[src/rtl/fdec_pkg.sv]
package fdec_pkg;

    // Directory entry geometry.
    localparam int ENTRY_BYTES = 32;
    localparam int POS_W       = $clog2(ENTRY_BYTES);

    localparam logic [POS_W-1:0] POS_LEAD    = POS_W'(0);
    localparam logic [POS_W-1:0] POS_ATTR    = POS_W'(11);
    localparam logic [POS_W-1:0] POS_CLU_HI0 = POS_W'(20);
    localparam logic [POS_W-1:0] POS_CLU_HI1 = POS_W'(21);
    localparam logic [POS_W-1:0] POS_CLU_LO0 = POS_W'(26);
    localparam logic [POS_W-1:0] POS_CLU_LO1 = POS_W'(27);
    localparam logic [POS_W-1:0] POS_SIZE0   = POS_W'(28);
    localparam logic [POS_W-1:0] POS_SIZE1   = POS_W'(29);
    localparam logic [POS_W-1:0] POS_SIZE2   = POS_W'(30);
    localparam logic [POS_W-1:0] POS_SIZE3   = POS_W'(31);
    localparam logic [POS_W-1:0] POS_LAST    = POS_W'(ENTRY_BYTES - 1);

    // Marker bytes and attribute bits.
    localparam logic [7:0] LEAD_END     = 8'h00;
    localparam logic [7:0] LEAD_DELETED = 8'hE5;
    localparam logic [7:0] LEAD_DOT     = 8'h2E;
    localparam logic [7:0] ATTR_LFN     = 8'h0F;
    localparam int         ATTR_VOL_BIT = 3;
    localparam int         ATTR_DIR_BIT = 4;

    // Configuration register map.
    localparam int         CFG_ADDR_W       = 3;
    localparam logic       CFG_IDX_TOTAL    = 1'b0;
    localparam logic       CFG_IDX_LOG2     = 1'b1;
    localparam logic [27:0] TOTAL_RESET     = 28'd0;
    localparam logic [4:0]  LOG2_RESET      = 5'd12;

    localparam logic [23:0] COUNT_MAX = 24'hFF_FFFF;

    typedef enum logic [3:0] {
        KIND_FILE    = 4'd0,
        KIND_SUBDIR  = 4'd1,
        KIND_END     = 4'd2,
        KIND_DELETED = 4'd3,
        KIND_LFN     = 4'd4,
        KIND_VOLUME  = 4'd5,
        KIND_BADCLU  = 4'd6,
        KIND_EMPTY   = 4'd7,
        KIND_DOT     = 4'd8
    } t_entry_kind;

    typedef struct packed {
        logic [7:0] dir_byte;
        logic       dir_start;
    } t_in_item;

    typedef struct packed {
        t_entry_kind entry_kind;
        logic [31:0] first_cluster;
        logic [31:0] file_size;
        logic [23:0] cluster_count;
    } t_out_item;

endpackage

[src/rtl/fdec_classify.sv]
module fdec_classify (
    input  logic [7:0]          i_lead,
    input  logic [7:0]          i_attr,
    input  logic [31:0]         i_cluster,
    input  logic [31:0]         i_size,
    input  logic [27:0]         i_cluster_total,
    input  logic [4:0]          i_cluster_size_log2,
    output fdec_pkg::t_out_item o_result
);
    import fdec_pkg::*;

    logic        bad_cluster;
    logic [31:0] cluster_limit;
    logic [31:0] quotient;
    logic [31:0] rem_mask;
    logic        rem_nz;
    logic [32:0] count_wide;
    t_entry_kind kind;

    // The limit is at most 2^28 + 1, so it never wraps in 32 bits.
    assign cluster_limit = 32'(i_cluster_total) + 32'd2;
    assign bad_cluster   = (i_cluster < 32'd2) || (i_cluster >= cluster_limit);

    always_comb begin
        priority if (i_lead == LEAD_END) begin
            kind = KIND_END;
        end else if (i_lead == LEAD_DELETED) begin
            kind = KIND_DELETED;
        end else if (i_attr == ATTR_LFN) begin
            kind = KIND_LFN;
        end else if (i_attr[ATTR_VOL_BIT]) begin
            kind = KIND_VOLUME;
        end else if (bad_cluster) begin
            kind = KIND_BADCLU;
        end else if (!i_attr[ATTR_DIR_BIT]) begin
            kind = (i_size == 32'd0) ? KIND_EMPTY : KIND_FILE;
        end else begin
            kind = (i_lead == LEAD_DOT) ? KIND_DOT : KIND_SUBDIR;
        end
    end

    // Round up by adding one when any bit below the shift point is set.
    assign quotient   = i_size >> i_cluster_size_log2;
    assign rem_mask   = ~(32'hFFFF_FFFF << i_cluster_size_log2);
    assign rem_nz     = |(i_size & rem_mask);
    assign count_wide = {1'b0, quotient} + 33'(rem_nz);

    assign o_result.entry_kind    = kind;
    assign o_result.first_cluster = i_cluster;
    assign o_result.file_size     = i_size;
    assign o_result.cluster_count = (|count_wide[32:24]) ? COUNT_MAX : count_wide[23:0];

endmodule

[src/rtl/fat_dir_entry_classifier.sv]
// FAT directory entry classifier.
//
// The input channel carries one directory byte per transaction, with a flag
// that marks the first byte of a new directory. Every 32 bytes form one
// directory entry; the transaction that carries an entry's last byte yields
// one result transaction on the output channel with the entry's kind, start
// cluster, file size and rounded-up cluster count. Other bytes yield none.
// After an end-of-directory entry, bytes are dropped until one arrives with
// the start flag set.
//
// Results are registered: a finished entry's result goes into the result register
// when that register is empty or being emptied, else into the skid register. Input
// is one byte per cycle while o_in_ready is high. When the receiver stalls, one
// further result is held in a skid register; o_in_ready falls only once that
// register is also full, and it is driven from a flop, not from i_out_ready.
//
// Reset clears the byte position, the captured fields, the end flag and both
// result slots, and returns the registers to a cluster total of 0 and a
// cluster size log2 of 12. Configuration is written through the APB port.
module fat_dir_entry_classifier (
    input  logic                               i_clk,
    input  logic                               i_rst_n,
    // Byte stream.
    input  logic                               i_in_valid,
    output logic                               o_in_ready,
    input  fdec_pkg::t_in_item                 i_in_data,
    // Results.
    output logic                               o_out_valid,
    input  logic                               i_out_ready,
    output fdec_pkg::t_out_item                o_out_data,
    // Configuration port.
    input  logic                               psel,
    input  logic                               penable,
    input  logic                               pwrite,
    input  logic [fdec_pkg::CFG_ADDR_W-1:0]    paddr,
    input  logic [31:0]                        pwdata,
    output logic [31:0]                        prdata,
    output logic                               pready
);
    import fdec_pkg::*;

    // Configuration registers.
    logic [27:0] r_cluster_total;
    logic [4:0]  r_cluster_size_log2;
    logic        cfg_write;

    // Parser state.
    logic [POS_W-1:0] r_pos,     n_pos;
    logic             r_ended,   n_ended;
    logic [7:0]       r_lead,    n_lead;
    logic [7:0]       r_attr,    n_attr;
    logic [31:0]      r_cluster, n_cluster;
    logic [31:0]      r_size,    n_size;

    // Result register and skid register.
    logic      r_out_valid,  n_out_valid;
    t_out_item r_out_data,   n_out_data;
    logic      r_skid_valid, n_skid_valid;
    t_out_item r_skid_data,  n_skid_data;

    logic             in_accept;
    logic [POS_W-1:0] pos_eff;
    logic             ended_eff;
    logic             entry_done;
    logic             out_pop;
    t_out_item        result;

    // ------------------------------------------------------------------
    // Configuration port. Only one address bit selects a register, so
    // every write lands in one of the two.
    // ------------------------------------------------------------------
    assign pready    = 1'b1;
    assign cfg_write = psel && penable && pwrite && pready;

    always_ff @(posedge i_clk) begin
        if (!i_rst_n) begin
            r_cluster_total     <= TOTAL_RESET;
            r_cluster_size_log2 <= LOG2_RESET;
        end else if (cfg_write) begin
            unique case (paddr[2])
                CFG_IDX_TOTAL: r_cluster_total     <= pwdata[27:0];
                CFG_IDX_LOG2:  r_cluster_size_log2 <= pwdata[4:0];
                default:       r_cluster_total     <= r_cluster_total;
            endcase
        end
    end

    always_comb begin
        unique case (paddr[2])
            CFG_IDX_TOTAL: prdata = {4'd0, r_cluster_total};
            CFG_IDX_LOG2:  prdata = {27'd0, r_cluster_size_log2};
            default:       prdata = 32'd0;
        endcase
    end

    // ------------------------------------------------------------------
    // Byte capture. The start flag restarts the position and clears the
    // end flag before the byte itself is looked at.
    // ------------------------------------------------------------------
    assign o_in_ready = !r_skid_valid;
    assign in_accept  = i_in_valid && o_in_ready;
    assign pos_eff    = i_in_data.dir_start ? POS_LEAD : r_pos;
    assign ended_eff  = i_in_data.dir_start ? 1'b0 : r_ended;

    always_comb begin
        n_lead    = r_lead;
        n_attr    = r_attr;
        n_cluster = r_cluster;
        n_size    = r_size;
        unique case (pos_eff)
            POS_LEAD:    n_lead           = i_in_data.dir_byte;
            POS_ATTR:    n_attr           = i_in_data.dir_byte;
            POS_CLU_HI0: n_cluster[23:16] = i_in_data.dir_byte;
            POS_CLU_HI1: n_cluster[31:24] = i_in_data.dir_byte;
            POS_CLU_LO0: n_cluster[7:0]   = i_in_data.dir_byte;
            POS_CLU_LO1: n_cluster[15:8]  = i_in_data.dir_byte;
            POS_SIZE0:   n_size[7:0]      = i_in_data.dir_byte;
            POS_SIZE1:   n_size[15:8]     = i_in_data.dir_byte;
            POS_SIZE2:   n_size[23:16]    = i_in_data.dir_byte;
            POS_SIZE3:   n_size[31:24]    = i_in_data.dir_byte;
            default:     n_lead           = r_lead;
        endcase
    end

    assign entry_done = in_accept && !ended_eff && (pos_eff == POS_LAST);

    // The end rule depends only on the lead byte, which was captured long
    // before the entry's last byte.
    always_comb begin
        n_pos   = r_pos;
        n_ended = r_ended;
        if (in_accept) begin
            n_pos   = pos_eff;
            n_ended = ended_eff;
            if (!ended_eff) begin
                n_pos = (pos_eff == POS_LAST) ? POS_LEAD : pos_eff + POS_W'(1);
                if (pos_eff == POS_LAST && n_lead == LEAD_END) begin
                    n_ended = 1'b1;
                end
            end
        end
    end

    fdec_classify u_classify (
        .i_lead              (n_lead),
        .i_attr              (n_attr),
        .i_cluster           (n_cluster),
        .i_size              (n_size),
        .i_cluster_total     (r_cluster_total),
        .i_cluster_size_log2 (r_cluster_size_log2),
        .o_result            (result)
    );

    // ------------------------------------------------------------------
    // Result register with a skid register behind it. A new result only
    // arrives while the skid register is empty.
    // ------------------------------------------------------------------
    assign out_pop = r_out_valid && i_out_ready;

    always_comb begin
        n_out_valid  = r_out_valid;
        n_out_data   = r_out_data;
        n_skid_valid = r_skid_valid;
        n_skid_data  = r_skid_data;
        if (r_skid_valid) begin
            if (out_pop) begin
                n_out_data   = r_skid_data;
                n_skid_valid = 1'b0;
            end
        end else if (entry_done) begin
            if (!r_out_valid || out_pop) begin
                n_out_valid = 1'b1;
                n_out_data  = result;
            end else begin
                n_skid_valid = 1'b1;
                n_skid_data  = result;
            end
        end else if (out_pop) begin
            n_out_valid = 1'b0;
        end
    end

    always_ff @(posedge i_clk) begin
        if (!i_rst_n) begin
            r_pos        <= POS_LEAD;
            r_ended      <= 1'b0;
            r_lead       <= 8'd0;
            r_attr       <= 8'd0;
            r_cluster    <= 32'd0;
            r_size       <= 32'd0;
            r_out_valid  <= 1'b0;
            r_skid_valid <= 1'b0;
        end else begin
            r_pos        <= n_pos;
            r_ended      <= n_ended;
            r_out_valid  <= n_out_valid;
            r_skid_valid <= n_skid_valid;
            if (in_accept && !ended_eff) begin
                r_lead    <= n_lead;
                r_attr    <= n_attr;
                r_cluster <= n_cluster;
                r_size    <= n_size;
            end
        end
    end

    always_ff @(posedge i_clk) begin
        r_out_data  <= n_out_data;
        r_skid_data <= n_skid_data;
    end

    assign o_out_valid = r_out_valid;
    assign o_out_data  = r_out_data;

endmodule

[config.mk]
export PLATFORM = sky130hd
export DESIGN_NAME = fat_dir_entry_classifier
export DESIGN_NICKNAME = d
export VERILOG_FILES = /design/src/rtl/fdec_pkg.sv /design/src/rtl/fdec_classify.sv /design/src/rtl/fat_dir_entry_classifier.sv
export SDC_FILE = /design/constraint.sdc
export NUM_CORES = 1
export LEC_CHECK = 0
export ABC_AREA = 0
export BUFFER_PORTS_ARGS = -buffer_cell sky130_fd_sc_hd__buf_2
export CORE_ASPECT_RATIO = 1.4
export CORE_UTILIZATION = 30
export CTS_CLUSTER_DIAMETER = 60
export CTS_CLUSTER_SIZE = 24
export DETAILED_ROUTE_END_ITERATION = 10
export GPL_TIMING_DRIVEN = 0
export PLACE_DENSITY = 0.46
export SLEW_MARGIN = 20
export SYNTH_ARGS = -nofsm -noshare
export SYNTH_HDL_FRONTEND = slang
export SYNTH_SLANG_ARGS = --single-unit
[constraint.sdc]
create_clock -name i_clk -period 9.8 [get_ports i_clk]
set_clock_uncertainty 0.05 [all_clocks]
set_input_delay 1.47 -clock i_clk [delete_from_list [all_inputs] [get_ports i_clk]]
set_output_delay 1.47 -clock i_clk [all_outputs]
set_load 0.05 [all_outputs]
### Word level (Yosys, flattened, before mapping)

Index checks and enable logic that the tools add are counted.

* bits in registers: 305
* bits of input ports: 51

* add/sub/neg operators: 3
* equal/unequal tests: 14
* mux-type cells: 37
* magnitude comparators: 2
* bitwise gates (word level): 5
* shifts and indexed selects: 2
* reduce and logical (&&, ||, !) cells: 25

Operators with widths (number)
* $mux 92: 4
* $mux 8: 10
* $pmux 32 s2: 1
* $eq 5x5->1 const B: 8
* $add 32x1->33: 1
* $and 32x32->32: 1
* $ge 32x32->1: 1
* $logic_not 32->1: 1
* $lt 32x2->1 const B: 1
* $not 32->32: 1
* $reduce_or 32->1: 1
* $shl 32x5->32 const A: 1
* $shr 32x5->32: 1
* $add 28x2->29 const B: 1
* $mux 4: 7
* $mux 24: 1
* $mux 5: 3
* $mux 1: 10
* $reduce_and 3->1: 3
* $reduce_or 9->1: 1
* $eq 8x4->1 const B: 1
* $eq 8x6->1 const B: 1
* $eq 8x8->1 const B: 1
* $logic_not 8->1: 1
* other kinds (11): 26

### Longest topological paths before layout

Gate-level depths: netlist of run 1.

* depth after elaboration: 14
* mapped depth: 24
* depth with buffers taken out: 21

### Hierarchy

From an unflattened synthesis of run 1, not the netlist that was laid out.

* cell total of the unflattened synthesis: 1673
* area, all modules: 18662.9 um2

By module, submodules not included
* fat_dir_entry_classifier: cells each 931, times used 1, seq. area each 7947.6 um2, area an instance 12862.3 um2
* fdec_classify: cells each 742, times used 1, seq. area each 0.0 um2, area an instance 5800.6 um2

### Worst setup path after synthesis of run 1

OpenSTA, ideal clock, no wires.

* path type: input-to-reg
* start: in i_in_data[0] (netlist bit)
* end: reg r_out_data, in the netlist o_out_data[0], enable pin
* stages: 8
* setup time: 0.573 ns
* path slack: 2.251 ns
* arrival time: 6.926 ns
* buffers on the path: 2
* path through: nor2b_1 > nand3_1 > nor2_1 > ha_1 > buf_2 > buf_2 > nand2_1 > a21oi_1

* word-level cells in the longest chain between the ends: 6
* elaborated cells between the ends (all ways): 8
* those cells by class: 1 x eq/ne; 2 x mux; 5 x reduce/logical

Ends and longest elaborated chain
* start: declaration: line fat_dir_entry_classifier.sv:26 `input fdec_pkg::t_in_item i_in_data,`
* parallel branches: the longest is 3 deep, another holds $mux 5
* $logic_and 1x1->1 (*): line fat_dir_entry_classifier.sv:125 `assign entry_done = in_accept && !ended_eff && (pos_eff == POS_LAST);`
* $reduce_bool 2->1 (no source line) (*)
* $reduce_and 3->1 (no source line) (*)
* end signal: assignment: line fat_dir_entry_classifier.sv:208 `r_out_data <= n_out_data;`
* end: declaration: line fat_dir_entry_classifier.sv:57 `t_out_item r_out_data, n_out_data;`

Every way passes the cells marked *.
A chain may end at the register's enable or synchronous reset.

==> results.cfg, run 1 <==
[status]
status = finished, final reports clean

[setup_path]
path_cells = buf_2, nor2b_1, nand3_1, nor2_1, ha_1, buf_2, buf_2, mux2i_1, inv_1, o22ai_1, a21oi_1, a32oi_1, a2bb2oi_1, a221oi_2, nand4bb_4, or4_4, or3_4, or4_1, a221oi_2, buf_4, buf_4, nand3b_1
path_buf_inv = 6
worst_ep_arrival_time_ps = 8260
slowest_delay_ps = 660
cpMostUsedCell = buf_2
regToRegStartpoint = r_cluster_size_log2[1]
critPathLaunchType = input pin
cp_max_fo = 10
critPathLaunch = i_in_data[0]
slowest_stage = a21oi_1
critPathTopFamily = compound AO/OA/AOI/OAI gates
crit_required_ps = 10060
end_kind = register
critPathKind = input pin to register

[cells_and_area]
final_util = 0.354
area_growth_pct = 16.2
mostFrequentLayoutCells = nand2_1, buf_2, edfxtp_1
layout-drive-gt1-share = 0.183
final_common_cell = nand2_1
nets = 2155
diodes = 0

[logic_synthesis]
ys_async_sr_fraction = 0
synth_mux_area_frac = 0.101
synthXorXnorAreaFrac = 0.0244
synth_area_um2 = 18000
synthFlopType = edfxtp_1
yosys.area.top_type_share = 0.308
synth-edff-count = 184
synth-compound-area-share = 0.165
synth_adder_area_share = 0.0236
synth_top_family_by_area = simple AND/OR/NAND/NOR gates
ys_warn_count = 0
ys_seq_area_frac = 0.443
synth_seq_cells = 305
synth.distinct_cells = 90
yosys.area_share.simple = 0.194
yosysTopAreaCell = edfxtp_1
synthCells = 1869
avgSynthCellArea_um2 = 9.61
ys_top_cells_by_area = edfxtp_1, dfxtp_1, mux2_2

[clock_tree]
clock_sinks = 305
cts_tree = yes
clk_path_buf_depth = 3
htreeDepth = 1
clk_latency_ps = 590
clock_tree.root_cell = clkbuf_16
path_clk_slew_ps = 80
cts_hold_buf = 0
cts_made_buffers = 26
post_cts_buffers = 0
post_cts_resized = 0

[routing]
drtIter0Drc = 988
vias = 15700
drc = 0
ant_nets = 0
avgRoutedWirePerCell_um = 26.2
firstDrtPassIters = 9
postRouteWirelength_um = 74300
via_per_inst = 5.54

[global_routing]
gr-usage-all-layers = 0.240
grt_overflow = 0
antenna_found_initial = 2
grt_max_degree = 51
grt_pass1_wl_um = 108000
grt_pass1_vias = 15900

[pwr]
power_frac_seq = 0.464
p_int_mw = 2.13
switching_share = 0.299
p_sw_mw = 0.909
power.static_leakage_nw = 8.30
ir_drop_mv = 0.122
clockPowerShare = 0.375
combPwrFrac = 0.161
power_mw = 3.04
p_per_area_nw_per_um2 = 146

[die]
rows = 105
die_w_um = 209
ios = 178
core_area_um2 = 58900
die_y_um = 291
dieArea_um2 = 60800
start_util = 0.305

[sta]
fmax_mhz = 125
hold_viol = 0
tightest_slew_ps = 1090
period_share = 0.816
maxSlewHeadroom = 0.265
rsz0062_at_grt = no
fin_hold_ws_ps = 420
post-route-min-period_ps = 8000
fin_ws_ps = 1800
setup_viol = 0
drv_slew = 0

[placement]
finalWeightedCongestion = 0.975
place_hpwl_um = 58200
port_buffers = 165
dp_slack_ps = 1280

[hold_path]
holdCritStartpoint = r_attr[0]
hp-class = register to register

[run]
maxCapViolCount = 0
## flip-flops by register name (all words and copies together), names as in the netlist
signal	count
r_cluster_size_log2	5
o_out_valid	1
o_out_data	92
r_skid_valid	1
r_ended	1
r_lead	8
r_attr	8
r_size	32
r_skid_data	92
r_cluster	32
r_cluster_total	28
r_pos	5
## synth_stat cells (42+ instances only)
| cell type | instances |
|---|---|
| nor2_1 | 166 |
| mux2i_1 | 42 |
| clkbuf_1 | 102 |
| a21boi_0 | 46 |
| a21oi_1 | 67 |
| o211a_1 | 46 |
| mux2_2 | 86 |
| edfxtp_1 | 184 |
| dfxtp_1 | 121 |
| o21ai_0 | 60 |
| nor2b_1 | 45 |
| nand3_1 | 68 |
| nand2_1 | 214 |
| inv_1 | 73 |
## final timing paths
check | endpoint | slack, ps | cells past startpoint
worst min register to register | r_attr[0] | 420 | 2
worst min-delay path | r_attr[0] | 420 | 2
worst max register to register | o_out_data[0] | 2200 | 21
worst max-delay path | r_skid_data[6] | 1800 | 22
## routing by layer
metal / wire length (um) / global-route usage / share of wire / vias to the layer above
met1: 27200 / 0.253 / 0.37 / 7680
li1: - / - / - / 7293
met3: 2920 / 0.0284 / 0.039 / 215
met4: 5420 / 0.160 / 0.073 / 4
met2: 38700 / 0.445 / 0.52 / 535
met5: 27 / 0 / 0.00036 / -
## per-stage QoR
step,cell area [um2],std cells,setup TNS [ps]
after floorplan,18000,1872,0
after global placement,19700,2786,-140330
after detailed placement,19900,2792,0
after CTS,20900,2840,0
after global routing,20900,2840,0
final,20900,2840,0
## cell families after synthesis
logic type | after synthesis
AO/OA/AOI/OAI | 412
XOR/XNOR | 50
adder cells (fa/ha/maj) | 34
buffers and inverters | 217
flip-flops | 305
multiplexers | 147
other | 2
AND/OR/NAND/NOR | 702
## worst min-delay path, cell delays in order, from the launching register on
cell and delay [ps]:
dfxtp_1 310, nand2_1 50, a21boi_0 60
## power groups by stage
stage | Combinational [mW] | Sequential (mW) | Clock, mW
CTS | 0.486 | 1.41 | 1.18
finish | 0.490 | 1.41 | 1.14
detailed placement | 0.483 | 1.44 | 0
global placement | 0.480 | 1.44 | 0
floorplan | 0.308 | 1.43 | 0
global route | 0.526 | 1.41 | 1.22
## cell type report
class                           instances  area [um2]
Buffer                                140         587
Clock buffer                           31         701
Clock inverter                         17         238
Fill cell                            6061       38000
Inverter                               77         289
Multi-Input combinational cell       1350        9170
Sequential cell                       305        7950
Tap cell                              749         937
Timing Repair Buffer                  171         991
Power figures use the tool's default switching activity.
==> inputs of run 2 (changes only) <==
- clock period: 9.8 -> 7.7 ns (I/O delays scaled with it)
==> run 2 against run 1 <==
  * Global-route usage stayed put
  * Highest routed layer unchanged
  * Largest power group unchanged
  * Critical path type is now register to register
  * Clock power is 27% higher
  * Hold slack better by 7.4 ps
  * First-iteration DRC count is 13% higher
  * Flip-flop and latch count stayed put
  * Non-clock buffer count is 1 lower
  * Critical path depth is 4 lower
  * Total power is 27% higher
  * Final cell count hardly changed
  * Final area hardly changed
  * Setup slack worse by 1600 ps
  * Routed wire length is 0.15% lower
  * Largest cell class unchanged
==> results.cfg, run 2 (same netlist as run 1, synthesis figures left out) <==
[routing]
drtIter0Drc = 1119
via_per_inst = 5.56
avgRoutedWirePerCell_um = 26.1
vias = 15800
firstDrtPassIters = 8
postRouteWirelength_um = 74200
drc = 0
ant_nets = 0

[setup_path]
cp_max_fo = 10
crit_required_ps = 7950
critPathLaunch = r_cluster_size_log2[3]
critPathKind = register to register
regToRegStartpoint = r_cluster_size_log2[3]
r2r-end = o_out_data[0]
r2r_slack_ps = 220
end_kind = register
worst_ep_arrival_time_ps = 7730
worstRegToRegCells = 18
critPathLaunchType = register

[global_routing]
grt_pass1_wl_um = 108000
antenna_found_initial = 2
grt_pass1_vias = 15900
grt_max_degree = 51
gr-usage-all-layers = 0.240
grt_overflow = 0

[hold_path]
holdCritStartpoint = r_attr[5]
hp-class = register to register
min_to = r_attr[5]
whs_path_depth = 2

[pwr]
p_per_area_nw_per_um2 = 185
power.static_leakage_nw = 8.30
ir_drop_mv = 0.155

[clock_tree]
clock_sinks = 305
path_clk_slew_ps = 80
htreeDepth = 1
clk_latency_ps = 590
cts_made_buffers = 26
clock_tree.root_cell = clkbuf_16
post_cts_buffers = 0
cts_tree = yes
clk_path_buf_depth = 3

[cells_and_area]
seq_area_um2 = 7950
final_common_cell = nand2_1
mostFrequentLayoutCells = nand2_1, buf_2, edfxtp_1
multi_input_area_um2 = 9170
area_growth_pct = 16.2
final_util = 0.354
fill_cells = 6063
diodes = 0
nets = 2154
layout-drive-gt1-share = 0.184

[placement]
dp_slack_ps = -509
port_buffers = 165
finalWeightedCongestion = 0.975
place_hpwl_um = 58200

[sta]
drv_slew = 0
fmax_mhz = 134
post-route-min-period_ps = 7480
rsz0062_at_grt = no
tightest_slew_ps = 1120
setup_viol = 0
period_share = 0.972
maxSlewHeadroom = 0.247
hold_viol = 0
fin_ws_ps = 219

[status]
status = finished, final reports clean

[die]
die_y_um = 291
start_util = 0.305
dieArea_um2 = 60800
core_area_um2 = 58900
ios = 178
rows = 105
die_w_um = 209

[run]
maxCapViolCount = 0
## run 2: cell count changes in the layout (fill, tap and decap cells not counted), sizes merged
cell | previous run | this run
buf | 209 | 208
## run 2: stage by stage
step	hold WS [ps]	area [um2]	power, mW	cells	setup TNS [ps]
floorplan	388	18000	2.22	1872	0
global placement	401	19700	2.44	2786	-329140
detailed placement	414	19900	2.45	2792	-21550
CTS	425	20900	3.92	2840	0
global route	449	20900	4.02	2839	0
finish	427	20900	3.87	2839	0
## run 2: metal layers
| metal | wire length [um] | track usage | vias to the layer above |
|---|---|---|---|
| li1 | - | - | 7289 |
| met3 | 3050 | 0.0284 | 219 |
| met1 | 27000 | 0.253 | 7739 |
| met5 | 27 | 0 | - |
| met2 | 38700 | 0.445 | 536 |
| met4 | 5490 | 0.160 | 4 |
## run 2: what timing repair did
action	in CTS	in global routing
hold buffers	0	0
gates resized for setup	0	2
endpoints found under the setup margin	0	48
## run 2: power breakdown
| group | switching, mW | leakage [nW] | internal [mW] | total [mW] |
|---|---|---|---|---|
| Sequential | 0.0253 | 2.67 | 1.77 | 1.80 |
| Clock | 0.716 | 0.451 | 0.731 | 1.45 |
| Combinational | 0.409 | 5.19 | 0.214 | 0.623 |
## run 2: final cells by class
type	instances	area share
timing repair buffer	171	0.0475
multi-input combinational	1350	0.440
clock buffer	31	0.0336
buffer	139	0.0280
inverter	77	0.0139
tap	749	0.0449
sequential	305	0.381
clock inverter	17	0.0114
## run 2: worst max-delay path by stage
stage,to,slack (ps),cells past startpoint
floorplan,o_out_data[0],470,8
global placement,o_out_data[70],-3350,9
detailed placement,r_skid_data[12],-510,22
CTS,r_skid_data[12],110,22
global route,o_out_data[14],40,18
finish,o_out_data[0],220,18
## run 2: worst max-delay path: stages (launching register included)
cell and delay (ps):
dfxtp_1 400, clkbuf_1 400, clkbuf_1 510, buf_1 570
clkbuf_1 440, clkbuf_1 820, o221ai_1 460, nand4_1 210
o22ai_1 220, nand3_1 220, ha_1 180, or3b_2 450
clkbuf_1 210, nand4b_1 380, nor3_1 310, a21boi_0 220
nor2_1 400, clkbuf_1 460, a32oi_1 250
==> inputs of run 3 (changes only) <==
- CTS_CLUSTER_SIZE: 24 -> unset
- clock period: 7.7 -> 8.2 ns (I/O delays scaled with it)
==> run 3 against run 2 <==
  * Routed wire length up 1.0%
  * Total power down 0.27%
  * Die area unchanged
  * Final area up 0.97%
  * Via count up 0.79%
  * Setup slack better by 120 ps
==> results.cfg, run 3 (same netlist as run 1, synthesis figures left out) <==
[routing]
ant_nets = 0
via_per_inst = 5.56
drc = 0
firstDrtPassIters = 6
vias = 15900
postRouteWirelength_um = 74900
drtIter0Drc = 1002
avgRoutedWirePerCell_um = 26.2

[placement]
dp_cells = 2792
dp_slack_ps = -84.2
port_buffers = 165
place_hpwl_um = 58200
dpl-instance-area_um2 = 19900
finalWeightedCongestion = 0.975

[clock_tree]
clk_latency_ps = 570
cts_made_buffers = 37
clk_path_buf_depth = 3
htreeDepth = 2
clock_sinks = 305
cts_hold_buf = 0
cts_tree = yes
post_cts_resized = 0
clock_tree.root_cell = clkbuf_16
path_clk_slew_ps = 60
post_cts_buffers = 0

[setup_path]
regToRegStartpoint = r_cluster_size_log2[1]
worst_ep_arrival_time_ps = 8090
cp_max_fo = 10
crit_required_ps = 8430
cpMostUsedCell = buf_2
slowest_stage = a21oi_1
slowest_delay_ps = 700
end_kind = register
critPathLaunch = i_in_data[0]
r2r-end = o_out_data[20]
r2r_slack_ps = 520
critPathKind = input pin to register
worstRegToRegCells = 21
path_cells = buf_2, nor2b_1, nand3_1, nor2_1, ha_1, buf_2, buf_2, mux2i_1, inv_1, o22ai_1, a21oi_1, a32oi_1, a2bb2oi_1, a221oi_2, nand4bb_4, or4_4, or3_4, or4_1, a221oi_2, buf_4, buf_4, nand3b_1
critPathLaunchType = input pin
critPathTopFamily = compound AO/OA/AOI/OAI gates
path_buf_inv = 6

[cells_and_area]
final_common_cell = nand2_1
final_area_um2 = 21100
final_util = 0.358
stdcell_count = 2860
fill_cells = 6064
layout-drive-gt1-share = 0.185
area_growth_pct = 17.3
nets = 2166
mostFrequentLayoutCells = nand2_1, buf_2, edfxtp_1

[pwr]
power.static_leakage_nw = 8.41
p_per_area_nw_per_um2 = 183
ir_drop_mv = 0.118
power_mw = 3.86

[sta]
maxSlewHeadroom = 0.247
tightest_slew_ps = 1120
period_share = 0.958
rsz0062_at_grt = no
post-route-min-period_ps = 7860
fmax_mhz = 127
setup_viol = 0
hold_viol = 0
drv_slew = 0
fin_ws_ps = 343

[die]
rows = 105
ios = 178
dieArea_um2 = 60800
core_area_um2 = 58900
die_w_um = 209
start_util = 0.305
die_y_um = 291

[global_routing]
grt_pass1_wl_um = 109000
grt_max_degree = 51
met3_usage = 0.0373
grtUsageMet2 = 0.452
grt_overflow = 0
busiest_layer = met2
grtUsageMet1 = 0.254
antenna_found_initial = 3
gr-usage-all-layers = 0.244
grt_pass1_vias = 16000

[hold_path]
min_to = r_attr[5]
hp-class = register to register
whs_path_depth = 2
holdCritStartpoint = r_attr[5]

[status]
status = finished, final reports clean

[run]
maxCapViolCount = 0
==> run 3: changes by cell type in the layout (fill, tap and decap cells not counted), moves of 2 or more <==
cell / before / now
clkbuf_1: 104 / 110
clkbuf_16: 27 / 37
clkinv_1: 1 / 6
clkinv_2: 0 / 7
clkinv_4: 2 / 0
clkinv_8: 5 / 1
inv_12: 2 / 0
==> run 3: final cells by class <==
class | instances | area [um2] | share of cell area
well taps | 749 | 937 | 0.0445
diodes | 1 | 2.50 | 0.000119
plain buffers | 140 | 587 | 0.0279
flip-flops and latches | 305 | 7950 | 0.377
multi-input cells | 1350 | 9170 | 0.435
inverters | 77 | 289 | 0.0137
clock buffers | 47 | 983 | 0.0467
clock inverters | 20 | 155 | 0.00737
repair buffers | 171 | 991 | 0.0471
==> run 3: worst max path at each step <==
stage / endpoint / depth (start not counted)
after CTS: r_skid_data[7] / 22
after global routing: r_skid_data[23] / 22
after floorplan: o_out_data[0] / 8
after detailed placement: r_skid_data[12] / 22
final: r_skid_data[7] / 22
after global placement: o_out_data[70] / 9
==> run 3: layer usage <==
metal  wire length [um]  part of all wire  vias to the layer above
met1              27100              0.36                     7790
met4               5450             0.073                        4
met2              39100              0.52                      579
met5                 25           0.00033                        -
li1                   -                 -                     7313
met3               3280             0.044                      225
==> run 3: worst register-to-register path: cells and delay by family, from the launching register on <==
family / cells / cell delay, ps
AOI/OAI and AO/OA: 5 / 890
adders and majority gates: 1 / 180
and+or+nand+nor: 7 / 2060
DFF: 1 / 360
buffers and inverters: 8 / 3850
==> run 3: per-stage QoR <==
stage / hold WS [ps] / setup TNS, ps
after floorplan: 388 / 0
after global placement: 401 / -269660
after detailed placement: 414 / -1510
after CTS: 422 / 0
after global routing: 446 / 0
final: 427 / 0
==> run 3: power by group <==
| part | internal, mW | total [mW] | leakage, nW | switching [mW] |
|---|---|---|---|---|
| Clock | 0.891 | 1.58 | 0.557 | 0.690 |
| Sequential | 1.67 | 1.69 | 2.67 | 0.0238 |
| Combinational | 0.201 | 0.586 | 5.18 | 0.385 |
